==> config.mk <==
export PLATFORM = sky130hd
export DESIGN_NAME = color_substitution_table_unit
export DESIGN_NICKNAME = d
export VERILOG_FILES = /design/src/rtl/core/csub_pkg.sv /design/src/rtl/core/csub_rule_table.sv /design/src/rtl/core/csub_result_fmt.sv /design/src/rtl/core/color_substitution_table_unit.sv
export SDC_FILE = /design/constraint.sdc
export NUM_CORES = 1
export LEC_CHECK = 0
export BUFFER_PORTS_ARGS = -buffer_cell sky130_fd_sc_hd__buf_2
export CAP_MARGIN = 20
export CORE_ASPECT_RATIO = 1.1
export CORE_MARGIN = 2
export CORE_UTILIZATION = 60
export CTS_BUF_LIST = sky130_fd_sc_hd__clkbuf_16
export CTS_CLUSTER_DIAMETER = 120
export DETAILED_ROUTE_END_ITERATION = 8
export PLACE_DENSITY = 0.77
export SLEW_MARGIN = 20
export SYNTH_ARGS = -nofsm -noshare
export SYNTH_HDL_FRONTEND = slang
export SYNTH_SLANG_ARGS = --single-unit
==> constraint.sdc <==
create_clock -name i_clk -period 5.9 [get_ports i_clk]
set_clock_uncertainty 0.05 [all_clocks]
set_input_delay 0.59 -clock i_clk [delete_from_list [all_inputs] [get_ports i_clk]]
set_output_delay 0.59 -clock i_clk [all_outputs]
set_load 0.02 [all_outputs]
==> src/rtl/core/csub_pkg.sv <==
package csub_pkg;

    // table depth; the count width below follows from it
    localparam int RULE_ENTRIES = 16;
    localparam int COUNT_W      = $clog2(RULE_ENTRIES + 1);

    // channel and packed color widths
    localparam int CH_W  = 8;
    localparam int RGB_W = 3 * CH_W;

    // configuration port
    localparam int CFG_IDX_W  = 1;
    localparam int CFG_DATA_W = 1;

    typedef enum logic [CFG_IDX_W-1:0] {
        CFG_SRC_COLOR = 1'b0,
        CFG_RES_COLOR = 1'b1
    } t_cfg_idx;

    typedef enum logic {
        ACT_RULE  = 1'b0,
        ACT_PIXEL = 1'b1
    } t_action;

    typedef enum logic [2:0] {
        ST_REPLACED    = 3'd0,
        ST_PASSED      = 3'd1,
        ST_ADDED       = 3'd2,
        ST_OVERWRITTEN = 3'd3,
        ST_DROPPED     = 3'd4
    } t_status;

    // table lookup, from rule table to result formatting
    typedef struct packed {
        logic             hit;
        logic             full;
        logic [RGB_W-1:0] target;
    } t_lookup;

    // one formatted result word
    typedef struct packed {
        t_status         status;
        logic [CH_W-1:0] red;
        logic [CH_W-1:0] green;
        logic [CH_W-1:0] blue;
    } t_result;

endpackage

==> src/rtl/core/csub_rule_table.sv <==
module csub_rule_table (
    input  logic                       i_clk,
    input  logic                       i_rst_n,
    input  logic                       i_wr_en,
    input  logic                       i_src_color,
    input  logic [csub_pkg::RGB_W-1:0] i_key,
    input  logic [csub_pkg::RGB_W-1:0] i_target,
    output csub_pkg::t_lookup          o_lookup
);
    import csub_pkg::*;

    logic [RULE_ENTRIES-1:0] r_valid;
    logic [RGB_W-1:0]        r_source [RULE_ENTRIES];
    logic [RGB_W-1:0]        r_target [RULE_ENTRIES];
    logic [COUNT_W-1:0]      r_count;

    logic [RULE_ENTRIES-1:0] match;
    logic [RULE_ENTRIES-1:0] hit_oh;
    logic [RGB_W-1:0]        hit_target;
    logic                    full;
    logic                    add;

    // parallel compare; gray mode looks at red only
    always_comb begin
        for (int i = 0; i < RULE_ENTRIES; i++) begin
            match[i] = r_valid[i]
                && (r_source[i][RGB_W-1 -: CH_W] == i_key[RGB_W-1 -: CH_W])
                && (!i_src_color
                    || (r_source[i][RGB_W-CH_W-1:0] == i_key[RGB_W-CH_W-1:0]));
        end
    end

    // lowest matching entry wins
    assign hit_oh = match & (~match + RULE_ENTRIES'(1));

    always_comb begin
        hit_target = '0;
        for (int i = 0; i < RULE_ENTRIES; i++) begin
            hit_target = hit_target | (r_target[i] & {RGB_W{hit_oh[i]}});
        end
    end

    assign full = (r_count == COUNT_W'(RULE_ENTRIES));
    assign add  = i_wr_en && !(|match) && !full;

    assign o_lookup.hit    = |match;
    assign o_lookup.full   = full;
    assign o_lookup.target = hit_target;

    // valid bits and fill count
    always_ff @(posedge i_clk) begin
        if (!i_rst_n) begin
            r_valid <= '0;
            r_count <= '0;
        end else if (add) begin
            for (int i = 0; i < RULE_ENTRIES; i++) begin
                if (r_count == COUNT_W'(i)) begin
                    r_valid[i] <= 1'b1;
                end
            end
            r_count <= r_count + COUNT_W'(1);
        end
    end

    // rule contents: overwrite on hit, append at fill count on a miss unless full
    always_ff @(posedge i_clk) begin
        for (int i = 0; i < RULE_ENTRIES; i++) begin
            if (i_wr_en && hit_oh[i]) begin
                r_target[i] <= i_target;
            end else if (add && (r_count == COUNT_W'(i))) begin
                r_source[i] <= i_key;
                r_target[i] <= i_target;
            end
        end
    end

    // entries fill in order, so valid bits are a prefix of length r_count
    a_count_bound: assert property (@(posedge i_clk) disable iff (!i_rst_n)
        r_count <= COUNT_W'(RULE_ENTRIES))
        else $error("rule count beyond table depth");

    a_valid_count: assert property (@(posedge i_clk) disable iff (!i_rst_n)
        $countones(r_valid) == int'(r_count))
        else $error("valid bits disagree with rule count");

    a_count_step: assert property (@(posedge i_clk) disable iff (!i_rst_n)
        (i_wr_en && !full && !(|match)) |=> (r_count == $past(r_count) + COUNT_W'(1)))
        else $error("rule append did not advance count");

endmodule

==> src/rtl/core/csub_result_fmt.sv <==
module csub_result_fmt (
    input  logic                      i_action,
    input  logic                      i_src_color,
    input  logic                      i_res_color,
    input  logic [csub_pkg::CH_W-1:0] i_red,
    input  logic [csub_pkg::CH_W-1:0] i_green,
    input  logic [csub_pkg::CH_W-1:0] i_blue,
    input  csub_pkg::t_lookup         i_lookup,
    output csub_pkg::t_result         o_result
);
    import csub_pkg::*;

    logic [RGB_W-1:0] res;

    // color before output mode is applied
    always_comb begin
        if (i_lookup.hit) begin
            res = i_lookup.target;
        end else if (i_src_color) begin
            res = {i_red, i_green, i_blue};
        end else begin
            res = {i_red, i_red, i_red};
        end
    end

    always_comb begin
        o_result = '0;
        case (t_action'(i_action))
            ACT_RULE: begin
                if (i_lookup.hit) begin
                    o_result.status = ST_OVERWRITTEN;
                end else if (i_lookup.full) begin
                    o_result.status = ST_DROPPED;
                end else begin
                    o_result.status = ST_ADDED;
                end
            end
            ACT_PIXEL: begin
                o_result.status = i_lookup.hit ? ST_REPLACED : ST_PASSED;
                o_result.red    = res[RGB_W-1 -: CH_W];
                if (i_res_color) begin
                    o_result.green = res[2*CH_W-1 -: CH_W];
                    o_result.blue  = res[CH_W-1:0];
                end
            end
            default: begin
                o_result = '0;
            end
        endcase
    end

endmodule

==> src/rtl/core/color_substitution_table_unit.sv <==
// Color substitution table. One word is taken every clock cycle (o_busy never
// rises). Its result sits on the outputs with o_done high for exactly one
// cycle, after it has passed the input register and the result register.
// The receiver cannot stall, so it must take every strobe. The single-cycle
// rate is set by the parallel compare of the registered input word against
// all rule entries, whose update lands at the same edge, so a rule is seen
// by the very next word. Configuration writes are always ready and take
// effect at once; rules stay in the table across them.
module color_substitution_table_unit (
    input  logic                            i_clk,
    input  logic                            i_rst_n,
    input  logic                            i_start,
    output logic                            o_busy,
    input  logic                            i_action,
    input  logic [csub_pkg::CH_W-1:0]       i_red,
    input  logic [csub_pkg::CH_W-1:0]       i_green,
    input  logic [csub_pkg::CH_W-1:0]       i_blue,
    input  logic [csub_pkg::CH_W-1:0]       i_new_red,
    input  logic [csub_pkg::CH_W-1:0]       i_new_green,
    input  logic [csub_pkg::CH_W-1:0]       i_new_blue,
    input  logic                            i_cfg_valid,
    output logic                            o_cfg_ready,
    input  logic [csub_pkg::CFG_IDX_W-1:0]  i_cfg_index,
    input  logic [csub_pkg::CFG_DATA_W-1:0] i_cfg_data,
    output logic                            o_done,
    output logic [2:0]                      o_status,
    output logic [csub_pkg::CH_W-1:0]       o_out_red,
    output logic [csub_pkg::CH_W-1:0]       o_out_green,
    output logic [csub_pkg::CH_W-1:0]       o_out_blue
);
    import csub_pkg::*;

    logic             r_src_color;
    logic             r_res_color;
    logic             r_in_valid;
    logic             r_action;
    logic [CH_W-1:0]  r_red;
    logic [CH_W-1:0]  r_green;
    logic [CH_W-1:0]  r_blue;
    logic [RGB_W-1:0] r_new;
    logic             r_done;
    t_result          r_result;

    logic             accept;
    t_lookup          lookup;
    t_result          n_result;

    assign o_busy      = 1'b0;
    assign o_cfg_ready = 1'b1;
    assign accept      = i_start && !o_busy;

    // configuration registers
    always_ff @(posedge i_clk) begin
        if (!i_rst_n) begin
            r_src_color <= 1'b1;
            r_res_color <= 1'b1;
        end else if (i_cfg_valid && o_cfg_ready) begin
            case (t_cfg_idx'(i_cfg_index))
                CFG_SRC_COLOR: r_src_color <= i_cfg_data[0];
                CFG_RES_COLOR: r_res_color <= i_cfg_data[0];
                default: ;
            endcase
        end
    end

    // input register
    always_ff @(posedge i_clk) begin
        if (!i_rst_n) begin
            r_in_valid <= 1'b0;
        end else begin
            r_in_valid <= accept;
        end
    end

    always_ff @(posedge i_clk) begin
        if (accept) begin
            r_action <= i_action;
            r_red    <= i_red;
            r_green  <= i_green;
            r_blue   <= i_blue;
            r_new    <= {i_new_red, i_new_green, i_new_blue};
        end
    end

    csub_rule_table u_table (
        .i_clk       (i_clk),
        .i_rst_n     (i_rst_n),
        .i_wr_en     (r_in_valid && (r_action == ACT_RULE)),
        .i_src_color (r_src_color),
        .i_key       ({r_red, r_green, r_blue}),
        .i_target    (r_new),
        .o_lookup    (lookup)
    );

    csub_result_fmt u_fmt (
        .i_action    (r_action),
        .i_src_color (r_src_color),
        .i_res_color (r_res_color),
        .i_red       (r_red),
        .i_green     (r_green),
        .i_blue      (r_blue),
        .i_lookup    (lookup),
        .o_result    (n_result)
    );

    // result register
    always_ff @(posedge i_clk) begin
        if (!i_rst_n) begin
            r_done <= 1'b0;
        end else begin
            r_done <= r_in_valid;
        end
    end

    always_ff @(posedge i_clk) begin
        if (r_in_valid) begin
            r_result <= n_result;
        end
    end

    assign o_done      = r_done;
    assign o_status    = r_result.status;
    assign o_out_red   = r_result.red;
    assign o_out_green = r_result.green;
    assign o_out_blue  = r_result.blue;

    // every accepted word yields exactly one strobe, after the input and result registers
    a_done_follows: assert property (@(posedge i_clk) disable iff (!i_rst_n)
        accept |=> ##1 o_done)
        else $error("accepted word produced no result");

    a_done_source: assert property (@(posedge i_clk) disable iff (!i_rst_n)
        o_done |-> $past(accept, 2))
        else $error("result strobe without an accepted word");

    a_rule_blank: assert property (@(posedge i_clk) disable iff (!i_rst_n)
        (o_done && (o_status == ST_ADDED || o_status == ST_OVERWRITTEN
                    || o_status == ST_DROPPED))
        |-> (o_out_red == '0 && o_out_green == '0 && o_out_blue == '0))
        else $error("rule write result carries a color");

endmodule
==> impl_metrics.py, run 1 <==
metrics = {
    "critical_path": {
        "path_buf_inv": 1,
        "crit_type": "flip-flop to flip-flop",
        "end_kind": "flip-flop",
        "arrival_ns": 5.63,
        "critPathLaunch": "r_blue[3]$_DFFE_PP_",
        "start_kind": "flip-flop",
        "crit_chain": "buf_12 -> xnor2_1 -> nand4_1 -> o41ai_2 -> nand4_1 -> nand3_1 -> nor2_1 -> o2bb2ai_1 -> a2111oi_0 -> a21oi_1",
        "worstRegToRegCells": 10,
        "worst_path_max_delay_cell": "a2111oi_0",
        "cp_top_family": "compound AO/OA/AOI/OAI gates",
        "r2r_setup_slack_ns": 0.51,
        "critPathMaxFanout": 23,
        "critPathRequiredTime_ns": 6.14,
        "cpMostUsedCell": "nand4_1",
        "slowest_delay_ns": 0.90,
        "cp.depth": 10,
        "reg2reg_from": "r_blue[3]$_DFFE_PP_",
    },
    "clocking": {
        "cts_made_buffers": 83,
        "clock-sinks": 869,
        "cts-root-buf": "clkbuf_16",
        "cts_resized": 0,
        "cts_setup_buffers": 0,
        "cts_tree": "yes",
        "clock_path_buffers": 3,
        "clock_latency_ns": 0.64,
        "clk_pin_slew_ns": 0.06,
        "holdBufCountCts": 0,
        "cts.htree.levels": 3,
    },
    "logic_synthesis": {
        "synth_top_cell_by_area": "edfxtp_1",
        "yosysSeqAreaShare_pct": 74.2,
        "yosys_most_used_dff": "edfxtp_1",
        "synth.distinct_cells": 75,
        "synth-edff-count": 844,
        "yosys-top-cells-count": "edfxtp_1, xnor2_1, nand2_1",
        "synthTopCellsByArea": "edfxtp_1, xnor2_1, xor2_1, a22oi_1, dfxtp_1",
        "yosysWarnings": 0,
        "async_flop_share_pct": 0,
        "syn_area_mm2": 0.0348,
        "synth_top_cell_area_share_pct": 72.8,
        "synth_fp_nets": 2231,
        "syn_inst": 2171,
        "synth_most_common_cell": "edfxtp_1",
        "avgSynthCellArea_um2": 16.0,
        "synth_seq_cells": 869,
    },
    "worst_hold_path": {
        "min_from": "i_new_red[1]",
        "holdPathStages": 1,
        "min_path_type": "input port to flip-flop",
    },
    "timing": {
        "post-route-min-period_ns": 5.39,
        "setup_viol": 0,
        "hold_viol_final": 0,
        "rsz0062_at_grt": "no",
        "max_clock_freq_mhz": 185,
        "period_share_pct": 91.4,
        "max-slew-margin-rel_pct": 23.7,
        "fin_hold_ws_ns": 0.0829,
        "tns_ns": 0,
        "drv_slew": 0,
        "tightest_slew_ns": 1.14,
    },
    "die": {
        "die_h_um": 257,
        "row_count": 92,
        "die_area_mm2": 0.0600,
        "fp.dieW_um": 234,
        "start_util_pct": 60.8,
        "coreArea_mm2": 0.0573,
        "num_io_pins": 85,
    },
    "route": {
        "wl_per_cell_um": 27.6,
        "firstDrtPassIters": 6,
        "drc": 0,
        "viasPerCell": 6.44,
        "detail_route.iter0.violations": 2638,
        "vias": 20300,
        "drtAntennaViolNets": 0,
        "drt-total-wl_um": 86700,
    },
    "global_route": {
        "grt_overflow": 0,
        "grt_pass1_vias": 20200,
        "grt_use_met1_pct": 38.0,
        "grt_antenna_before_repair": 3,
        "grt_usage_pct": 29.3,
        "grt_max_degree": 37,
        "gr-usage-met3_pct": 5.08,
        "met2_usage_pct": 48.5,
        "grt.busiest_layer": "met2",
        "grt_first_pass_wirelength_um": 128000,
    },
    "final_layout": {
        "final_nets": 2382,
        "area_growth_pct": 12.3,
        "multi_input_area_mm2": 0.00844,
        "drive_gt1_share_pct": 14.5,
        "fin_cells": 3143,
        "regArea_mm2": 0.0258,
        "post-route-cell-area_mm2": 0.0391,
        "n_fill_cell": 3667,
        "diodes": 0,
    },
    "placement": {
        "hpwl_um": 55000,
        "portBuffers": 82,
        "placed_area_mm2": 0.0364,
        "gp_congestion": 0.916,
        "dp_cells": 2988,
    },
    "power_and_ir_drop": {
        "clockPowerShare_pct": 40.4,
        "power.density_mw_per_mm2": 326,
        "p_leak_nw": 12.5,
        "ir_drop_v": 0.000407,
        "sw_frac_of_total_pct": 21.3,
        "finalPower_w": 0.0127,
        "comb_power_share_pct": 4.2,
        "internal_power_w": 0.0100,
        "power_frac_seq_pct": 55.4,
        "p_sw_w": 0.00272,
    },
    "run": {
        "maxCapViolations": 0,
    },
    "outcome": {
        "status": "complete, no violations",
    },
}
-- layout make-up --
cell class / count / area share [%]
multi-input cells: 1178 / 21.6
clock inverters: 69 / 1.32
repair buffers: 180 / 3.05
well taps: 752 / 2.41
flip-flops and latches: 869 / 66.1
clock buffers: 85 / 5.44
inverters: 10 / 0.0960
-- power by group through the flow --
stage / registers [W] / clock network [W] / logic [W]
2_1_floorplan: 0.00710 / 0 / 0.000351
3_3_place_gp: 0.00718 / 0 / 0.000510
3_5_place_dp: 0.00719 / 0 / 0.000522
4_1_cts: 0.00706 / 0.00519 / 0.000530
5_1_grt: 0.00707 / 0.00545 / 0.000575
6_report: 0.00706 / 0.00514 / 0.000539
-- state kept, by name, indices dropped and copies added, names as in the netlist, 16 cells and up --
signal / cells
u_table.r_source: 384
r_new: 24
u_table.r_valid: 16
u_table.r_target: 384
-- routing by layer --
layer	wire length, µm	up-vias
li1	-	8652
met1	31700	10100
met2	43200	1226
met3	7540	243
met4	4160	6
met5	28	-
-- through the flow --
stage	utilization [%]	setup WS (ns)
floorplan	-	1.01
global placement	63.5	0.729
detailed placement	63.5	0.636
CTS	68.2	0.717
global route	68.2	0.478
finish	68.2	0.506
-- logic make-up (layout without fill, tap and decap cells) --
| logic type | Yosys count | in the layout | synth area share [%] |
|---|---|---|---|
| AO/OA/AOI/OAI | 360 | 360 | 7.63 |
| XOR/XNOR | 386 | 386 | 9.71 |
| adder cells (fa/ha/maj) | 5 | 5 | 0.180 |
| buffers and inverters | 124 | 344 | 1.90 |
| flip-flops | 869 | 869 | 74.2 |
| multiplexers | 3 | 3 | 0.0862 |
| other | 2 | 2 | 0.0216 |
| AND/OR/NAND/NOR | 422 | 422 | 6.29 |
-- cells in the final DEF (no fill, tap or decap), types with 12 or more instances in the layout --
| cell | count |
|---|---|
| a31oi_1 | 19 |
| dfxtp_1 | 25 |
| a21oi_1 | 52 |
| a221oi_1 | 17 |
| inv_1 | 29 |
| o21a_1 | 20 |
| nor4_1 | 22 |
| clkinv_1 | 23 |
| a211oi_1 | 13 |
| a22oi_1 | 74 |
| nor2_1 | 69 |
| a22o_1 | 20 |
| xnor2_1 | 298 |
| buf_4 | 95 |
| nor2_2 | 15 |
| xor2_1 | 88 |
| clkinv_2 | 13 |
| and2_1 | 12 |
| buf_2 | 82 |
| nand3_1 | 43 |
| nor3_1 | 25 |
| o21ai_0 | 37 |
| clkbuf_16 | 85 |
| nand2_1 | 106 |
| edfxtp_1 | 844 |
| nand4_1 | 79 |
-- worst paths after layout --
check | end
setup / recovery | o_out_red[2]$_SDFFCE_PN0P_
hold / removal | r_new[17]$_DFFE_PP_
setup reg to reg | o_out_red[2]$_SDFFCE_PN0P_
hold reg to reg | u_table.r_valid[10]$_SDFFE_PN0P_
No activity file was read; power rests on OpenSTA's default activity.
==> run 2, diff against run 1 <==
- clock period: 5.9 -> 5.8 ns (I/O delays scaled with it)
==> impl_metrics.py, run 2 (synthesized netlist as in run 1, its figures left out) <==
metrics = {
    "timing": {
        "rsz0062_at_grt": "no",
        "post-route-min-period_ns": 5.24,
        "max_clock_freq_mhz": 191,
        "max-slew-margin-rel_pct": 22.8,
        "tns_ns": 0,
        "tightest_slew_ns": 1.16,
        "period_share_pct": 90.3,
        "setup_viol": 0,
        "drv_slew": 0,
        "hold_viol_final": 0,
    },
    "outcome": {
        "status": "complete, no violations",
    },
    "global_route": {
        "grt_max_degree": 41,
        "grt_pass1_vias": 19500,
        "grt_overflow": 0,
        "grt_antenna_before_repair": 0,
        "grt_first_pass_wirelength_um": 127000,
        "grt_usage_pct": 29.0,
    },
    "placement": {
        "gp_congestion": 0.997,
        "hpwl_um": 54900,
        "portBuffers": 82,
        "placed_area_mm2": 0.0364,
    },
    "final_layout": {
        "n_fill_cell": 3670,
        "diodes": 0,
        "final_nets": 2374,
        "multi_input_area_mm2": 0.00845,
        "drive_gt1_share_pct": 14.3,
        "final_common_cell": "edfxtp_1",
        "post-route-cell-area_mm2": 0.0392,
        "top_regs": "u_table.r_source: 384 flops, u_table.r_target: 384 flops, r_new: 24 flops",
        "final_cell_mix": "edfxtp_1, xnor2_1, nand2_1",
        "regArea_mm2": 0.0258,
        "area_growth_pct": 12.4,
    },
    "clocking": {
        "clk_pin_slew_ns": 0.06,
        "clock_latency_ns": 0.64,
        "cts_setup_buffers": 0,
        "holdBufCountCts": 0,
        "cts-root-buf": "clkbuf_16",
        "cts_made_buffers": 83,
        "cts_resized": 0,
        "clock-sinks": 869,
        "cts.htree.levels": 3,
        "cts_tree": "yes",
        "clock_path_buffers": 3,
    },
    "route": {
        "drtAntennaViolNets": 0,
        "vias": 20200,
        "detail_route.iter0.violations": 2603,
        "viasPerCell": 6.43,
        "drt-total-wl_um": 86400,
        "wl_per_cell_um": 27.6,
        "drc": 0,
        "firstDrtPassIters": 7,
    },
    "power_and_ir_drop": {
        "finalPower_w": 0.0132,
        "p_leak_nw": 12.5,
        "power.density_mw_per_mm2": 337,
        "ir_drop_v": 0.000281,
    },
    "die": {
        "die_area_mm2": 0.0600,
        "row_count": 92,
        "coreArea_mm2": 0.0573,
        "die_h_um": 257,
        "fp.dieW_um": 234,
        "start_util_pct": 60.8,
        "num_io_pins": 85,
    },
    "critical_path": {
        "critPathMaxFanout": 15,
        "start_kind": "flip-flop",
        "crit_type": "flip-flop to flip-flop",
        "critPathRequiredTime_ns": 6.03,
        "arrival_ns": 5.47,
        "end_kind": "flip-flop",
    },
    "worst_hold_path": {
        "min_path_type": "input port to flip-flop",
    },
    "run": {
        "maxCapViolations": 0,
    },
}
-- run 2: worst paths after layout --
check,from,endpoint,slack [ns],cells past startpoint
worst min-delay path,i_new_red[2],r_new[18]$_DFFE_PP_,0.07,1
worst min register to register,u_table.r_valid[0]$_SDFFE_PN0P_,u_table.r_valid[0]$_SDFFE_PN0P_,0.42,1
worst max-delay path,r_blue[5]$_DFFE_PP_,o_out_blue[1]$_SDFFCE_PN0P_,0.56,10
worst max register to register,r_blue[5]$_DFFE_PP_,o_out_blue[1]$_SDFFCE_PN0P_,0.56,10
-- run 2: final cells by class --
type,instances,share of cell area (%)
well taps,752,2.40
clock inverters,70,1.62
multi-input cells,1178,21.6
clock buffers,84,5.37
flip-flops and latches,869,66.0
inverters,10,0.0958
repair buffers,172,2.97
-- run 2: report_power, final --
| part | internal (W) | switching (W) | leakage (nW) | total [W] |
|---|---|---|---|---|
| clock network | 0.00313 | 0.00232 | 1.39 | 0.00546 |
| logic | 0.000215 | 0.000373 | 3.29 | 0.000588 |
| registers | 0.00700 | 0.000140 | 7.84 | 0.00714 |
| total | 0.0103 | 0.00283 | 12.5 | 0.0132 |
-- run 2: metrics by stage --
stage	instances	hold slack, ns	worst slack [ns]	utilization (%)
after global routing	3135	0.0607	0.405	68.3
final	3135	0.0713	0.560	68.3
after floorplan	2171	0.389	0.910	-
after CTS	3135	0.0494	0.764	68.3
after detailed placement	2981	0.407	0.797	63.6
after global placement	2980	0.397	0.289	63.5
-- run 2: critical path, cell delays in order, from the launching register on --
cell       delay (ns)
edfxtp_1         0.68
buf_4            0.34
xnor2_1          0.17
nand4_1          0.12
o41ai_1          0.85
nand2_1          0.37
and2_1           0.55
a222oi_1         0.40
a21oi_1          0.10
a2111oi_0        0.87
a31oi_1          0.38
-- run 2: per-layer routing --
metal  wire length, µm  global-route usage [%]  part of all wire [%]
met5                34                       0                 0.039
met1             31800                    38.6                    37
met3              8330                    5.62                   9.6
met4              4200                    13.6                   4.9
met2             42100                    46.5                    49
==> run 3, diff against run 2 <==
--- a/config.mk
+++ b/config.mk
@@ -7,2 +7,3 @@
 export LEC_CHECK = 0
+export ABC_CLOCK_PERIOD_IN_PS = 5800
 export BUFFER_PORTS_ARGS = -buffer_cell sky130_fd_sc_hd__buf_2
==> constraint.sdc (replaced) <==
create_clock -name i_clk -period 5.8 [get_ports i_clk]
set_clock_uncertainty 0.05 [all_clocks]
set_input_delay 0.29 -clock i_clk [delete_from_list [all_inputs] [get_ports i_clk]]
set_output_delay 0.29 -clock i_clk [all_outputs]
set_load 0.02 [all_outputs]
==> impl_metrics.py, run 3 (synthesized netlist as in run 1, its figures left out) <==
metrics = {
    "timing": {
        "hold_viol_final": 0,
        "tns_ns": 0,
        "drv_slew": 0,
        "max_clock_freq_mhz": 193,
        "period_share_pct": 89.2,
        "post-route-min-period_ns": 5.17,
        "setup_viol": 0,
        "fin_hold_ws_ns": 0.0269,
        "rsz0062_at_grt": "no",
        "tightest_slew_ns": 1.12,
        "max-slew-margin-rel_pct": 25.3,
    },
    "final_layout": {
        "final_nets": 2427,
        "final_common_cell": "edfxtp_1",
        "final_cell_mix": "edfxtp_1, xnor2_1, nand2_1",
        "drive_gt1_share_pct": 14.0,
        "n_fill_cell": 3620,
        "top_regs": "u_table.r_source: 384 flops, u_table.r_target: 384 flops, r_new: 24 flops",
        "area_growth_pct": 14.0,
    },
    "clocking": {
        "cts_resized": 0,
        "cts_made_buffers": 83,
        "cts-root-buf": "clkbuf_16",
        "cts.htree.levels": 3,
        "clock-sinks": 869,
        "clock_path_buffers": 3,
        "cts_setup_buffers": 0,
        "clock_latency_ns": 0.64,
        "clk_pin_slew_ns": 0.06,
        "cts_tree": "yes",
        "holdBufCountCts": 53,
    },
    "critical_path": {
        "critPathRequiredTime_ns": 6.04,
        "crit_type": "flip-flop to flip-flop",
        "arrival_ns": 5.41,
        "start_kind": "flip-flop",
        "worst_path_max_delay_cell": "o41ai_1",
        "end_kind": "flip-flop",
        "critPathMaxFanout": 15,
        "r2r_setup_slack_ns": 0.63,
        "worstRegToRegCells": 10,
        "slowest_delay_ns": 0.86,
        "cp-endpoint": "o_out_blue[1]$_SDFFCE_PN0P_",
        "timing.rr.end": "o_out_blue[1]$_SDFFCE_PN0P_",
        "critPathLaunch": "r_blue[5]$_DFFE_PP_",
        "crit_chain": "buf_4 -> xnor2_1 -> nand4_1 -> o41ai_1 -> nand2_1 -> and2_1 -> a222oi_1 -> a21oi_1 -> a2111oi_0 -> a31oi_1",
        "reg2reg_from": "r_blue[5]$_DFFE_PP_",
    },
    "global_route": {
        "grt_pass1_vias": 19800,
        "grt_overflow": 0,
        "grt_first_pass_wirelength_um": 128000,
        "grt_usage_pct": 29.3,
        "grt_antenna_before_repair": 0,
        "grt_max_degree": 41,
    },
    "placement": {
        "gp_congestion": 0.997,
        "hpwl_um": 54900,
        "portBuffers": 82,
    },
    "run": {
        "maxCapViolations": 0,
    },
    "power_and_ir_drop": {
        "ir_drop_v": 0.000282,
        "p_leak_nw": 12.7,
        "power.density_mw_per_mm2": 333,
    },
    "route": {
        "met3_length_um": 8070,
        "drt-total-wl_um": 87100,
        "viasPerCell": 6.40,
        "detail_route.iter0.violations": 2546,
        "drtAntennaViolNets": 0,
        "vias": 20400,
        "routed.top_layer": "met4",
        "wl_per_cell_um": 27.3,
        "met2_wirelength_um": 42400,
        "firstDrtPassIters": 6,
        "drc": 0,
        "wl_met1_um": 32300,
    },
    "die": {
        "num_io_pins": 85,
        "start_util_pct": 60.8,
        "fp.dieW_um": 234,
        "die_h_um": 257,
        "coreArea_mm2": 0.0573,
        "row_count": 92,
        "die_area_mm2": 0.0600,
    },
    "worst_hold_path": {
        "holdPathStages": 4,
        "min_path_type": "input port to flip-flop",
    },
    "outcome": {
        "status": "complete, no violations",
    },
}
[run 3: per-layer routing]
metal | vias up | global-route usage [%]
met4 | 0 | 13.9
met5 | - | 0
li1 | 8752 | -
met1 | 10200 | 38.4
met3 | 236 | 6.04
met2 | 1238 | 47.0
[run 3: cell type report]
type	count	area, µm²	area share [%]
Antenna cell	1	2.50	0.00630
Clock buffer	84	2100	5.29
Clock inverter	70	633	1.59
Inverter	10	37.5	0.0945
Multi-Input combinational cell	1178	8450	21.3
Sequential cell	869	25800	65.1
Tap cell	752	941	2.37
Timing Repair Buffer	225	1700	4.27
[run 3: worst max-delay path, delay by kind of cell, from the launching register on]
family / cells / cell delay [ns]
compound gates: 5 / 2.52
simple gates: 3 / 1.06
flops: 1 / 0.68
buf+inv: 1 / 0.34
xor+xnor: 1 / 0.17
[run 3: power by group]
group	internal (W)	leakage [nW]	switching (W)	total [W]
clock network	0.00313	1.39	0.00231	0.00545
logic	0.000239	3.51	0.000378	0.000617
registers	0.00700	7.84	0.000140	0.00714
[run 3: stage by stage]
step / instances / utilization, % / cell area [µm²] / setup slack (ns) / power, W
final: 3189 / 69.3 / 39700 / 0.626 / 0.0132
after global routing: 3188 / 69.3 / 39700 / 0.363 / 0.0135
after CTS: 3188 / 69.3 / 39700 / 0.764 / 0.0132
after detailed placement: 2981 / 63.6 / 36400 / 0.797 / 0.00785
after global placement: 2980 / 63.5 / 36400 / 0.289 / 0.00783
after floorplan: 2171 / - / 34800 / 0.910 / 0.00758
[run 3: worst min path at each step]
stage                                                 end  slack (ns)                             from
after global placement    u_table.r_valid[0]$_SDFFE_PN0P_        0.40  u_table.r_valid[0]$_SDFFE_PN0P_
after global routing             r_src_color$_SDFFE_PN1P_        0.09                      i_cfg_index
after detailed placement  u_table.r_valid[0]$_SDFFE_PN0P_        0.41  u_table.r_valid[0]$_SDFFE_PN0P_
final                            r_src_color$_SDFFE_PN1P_        0.03                      i_cfg_index
after floorplan                        r_action$_DFFE_PP_        0.34                         i_action
after CTS                        r_src_color$_SDFFE_PN1P_       0.005                      i_cfg_index
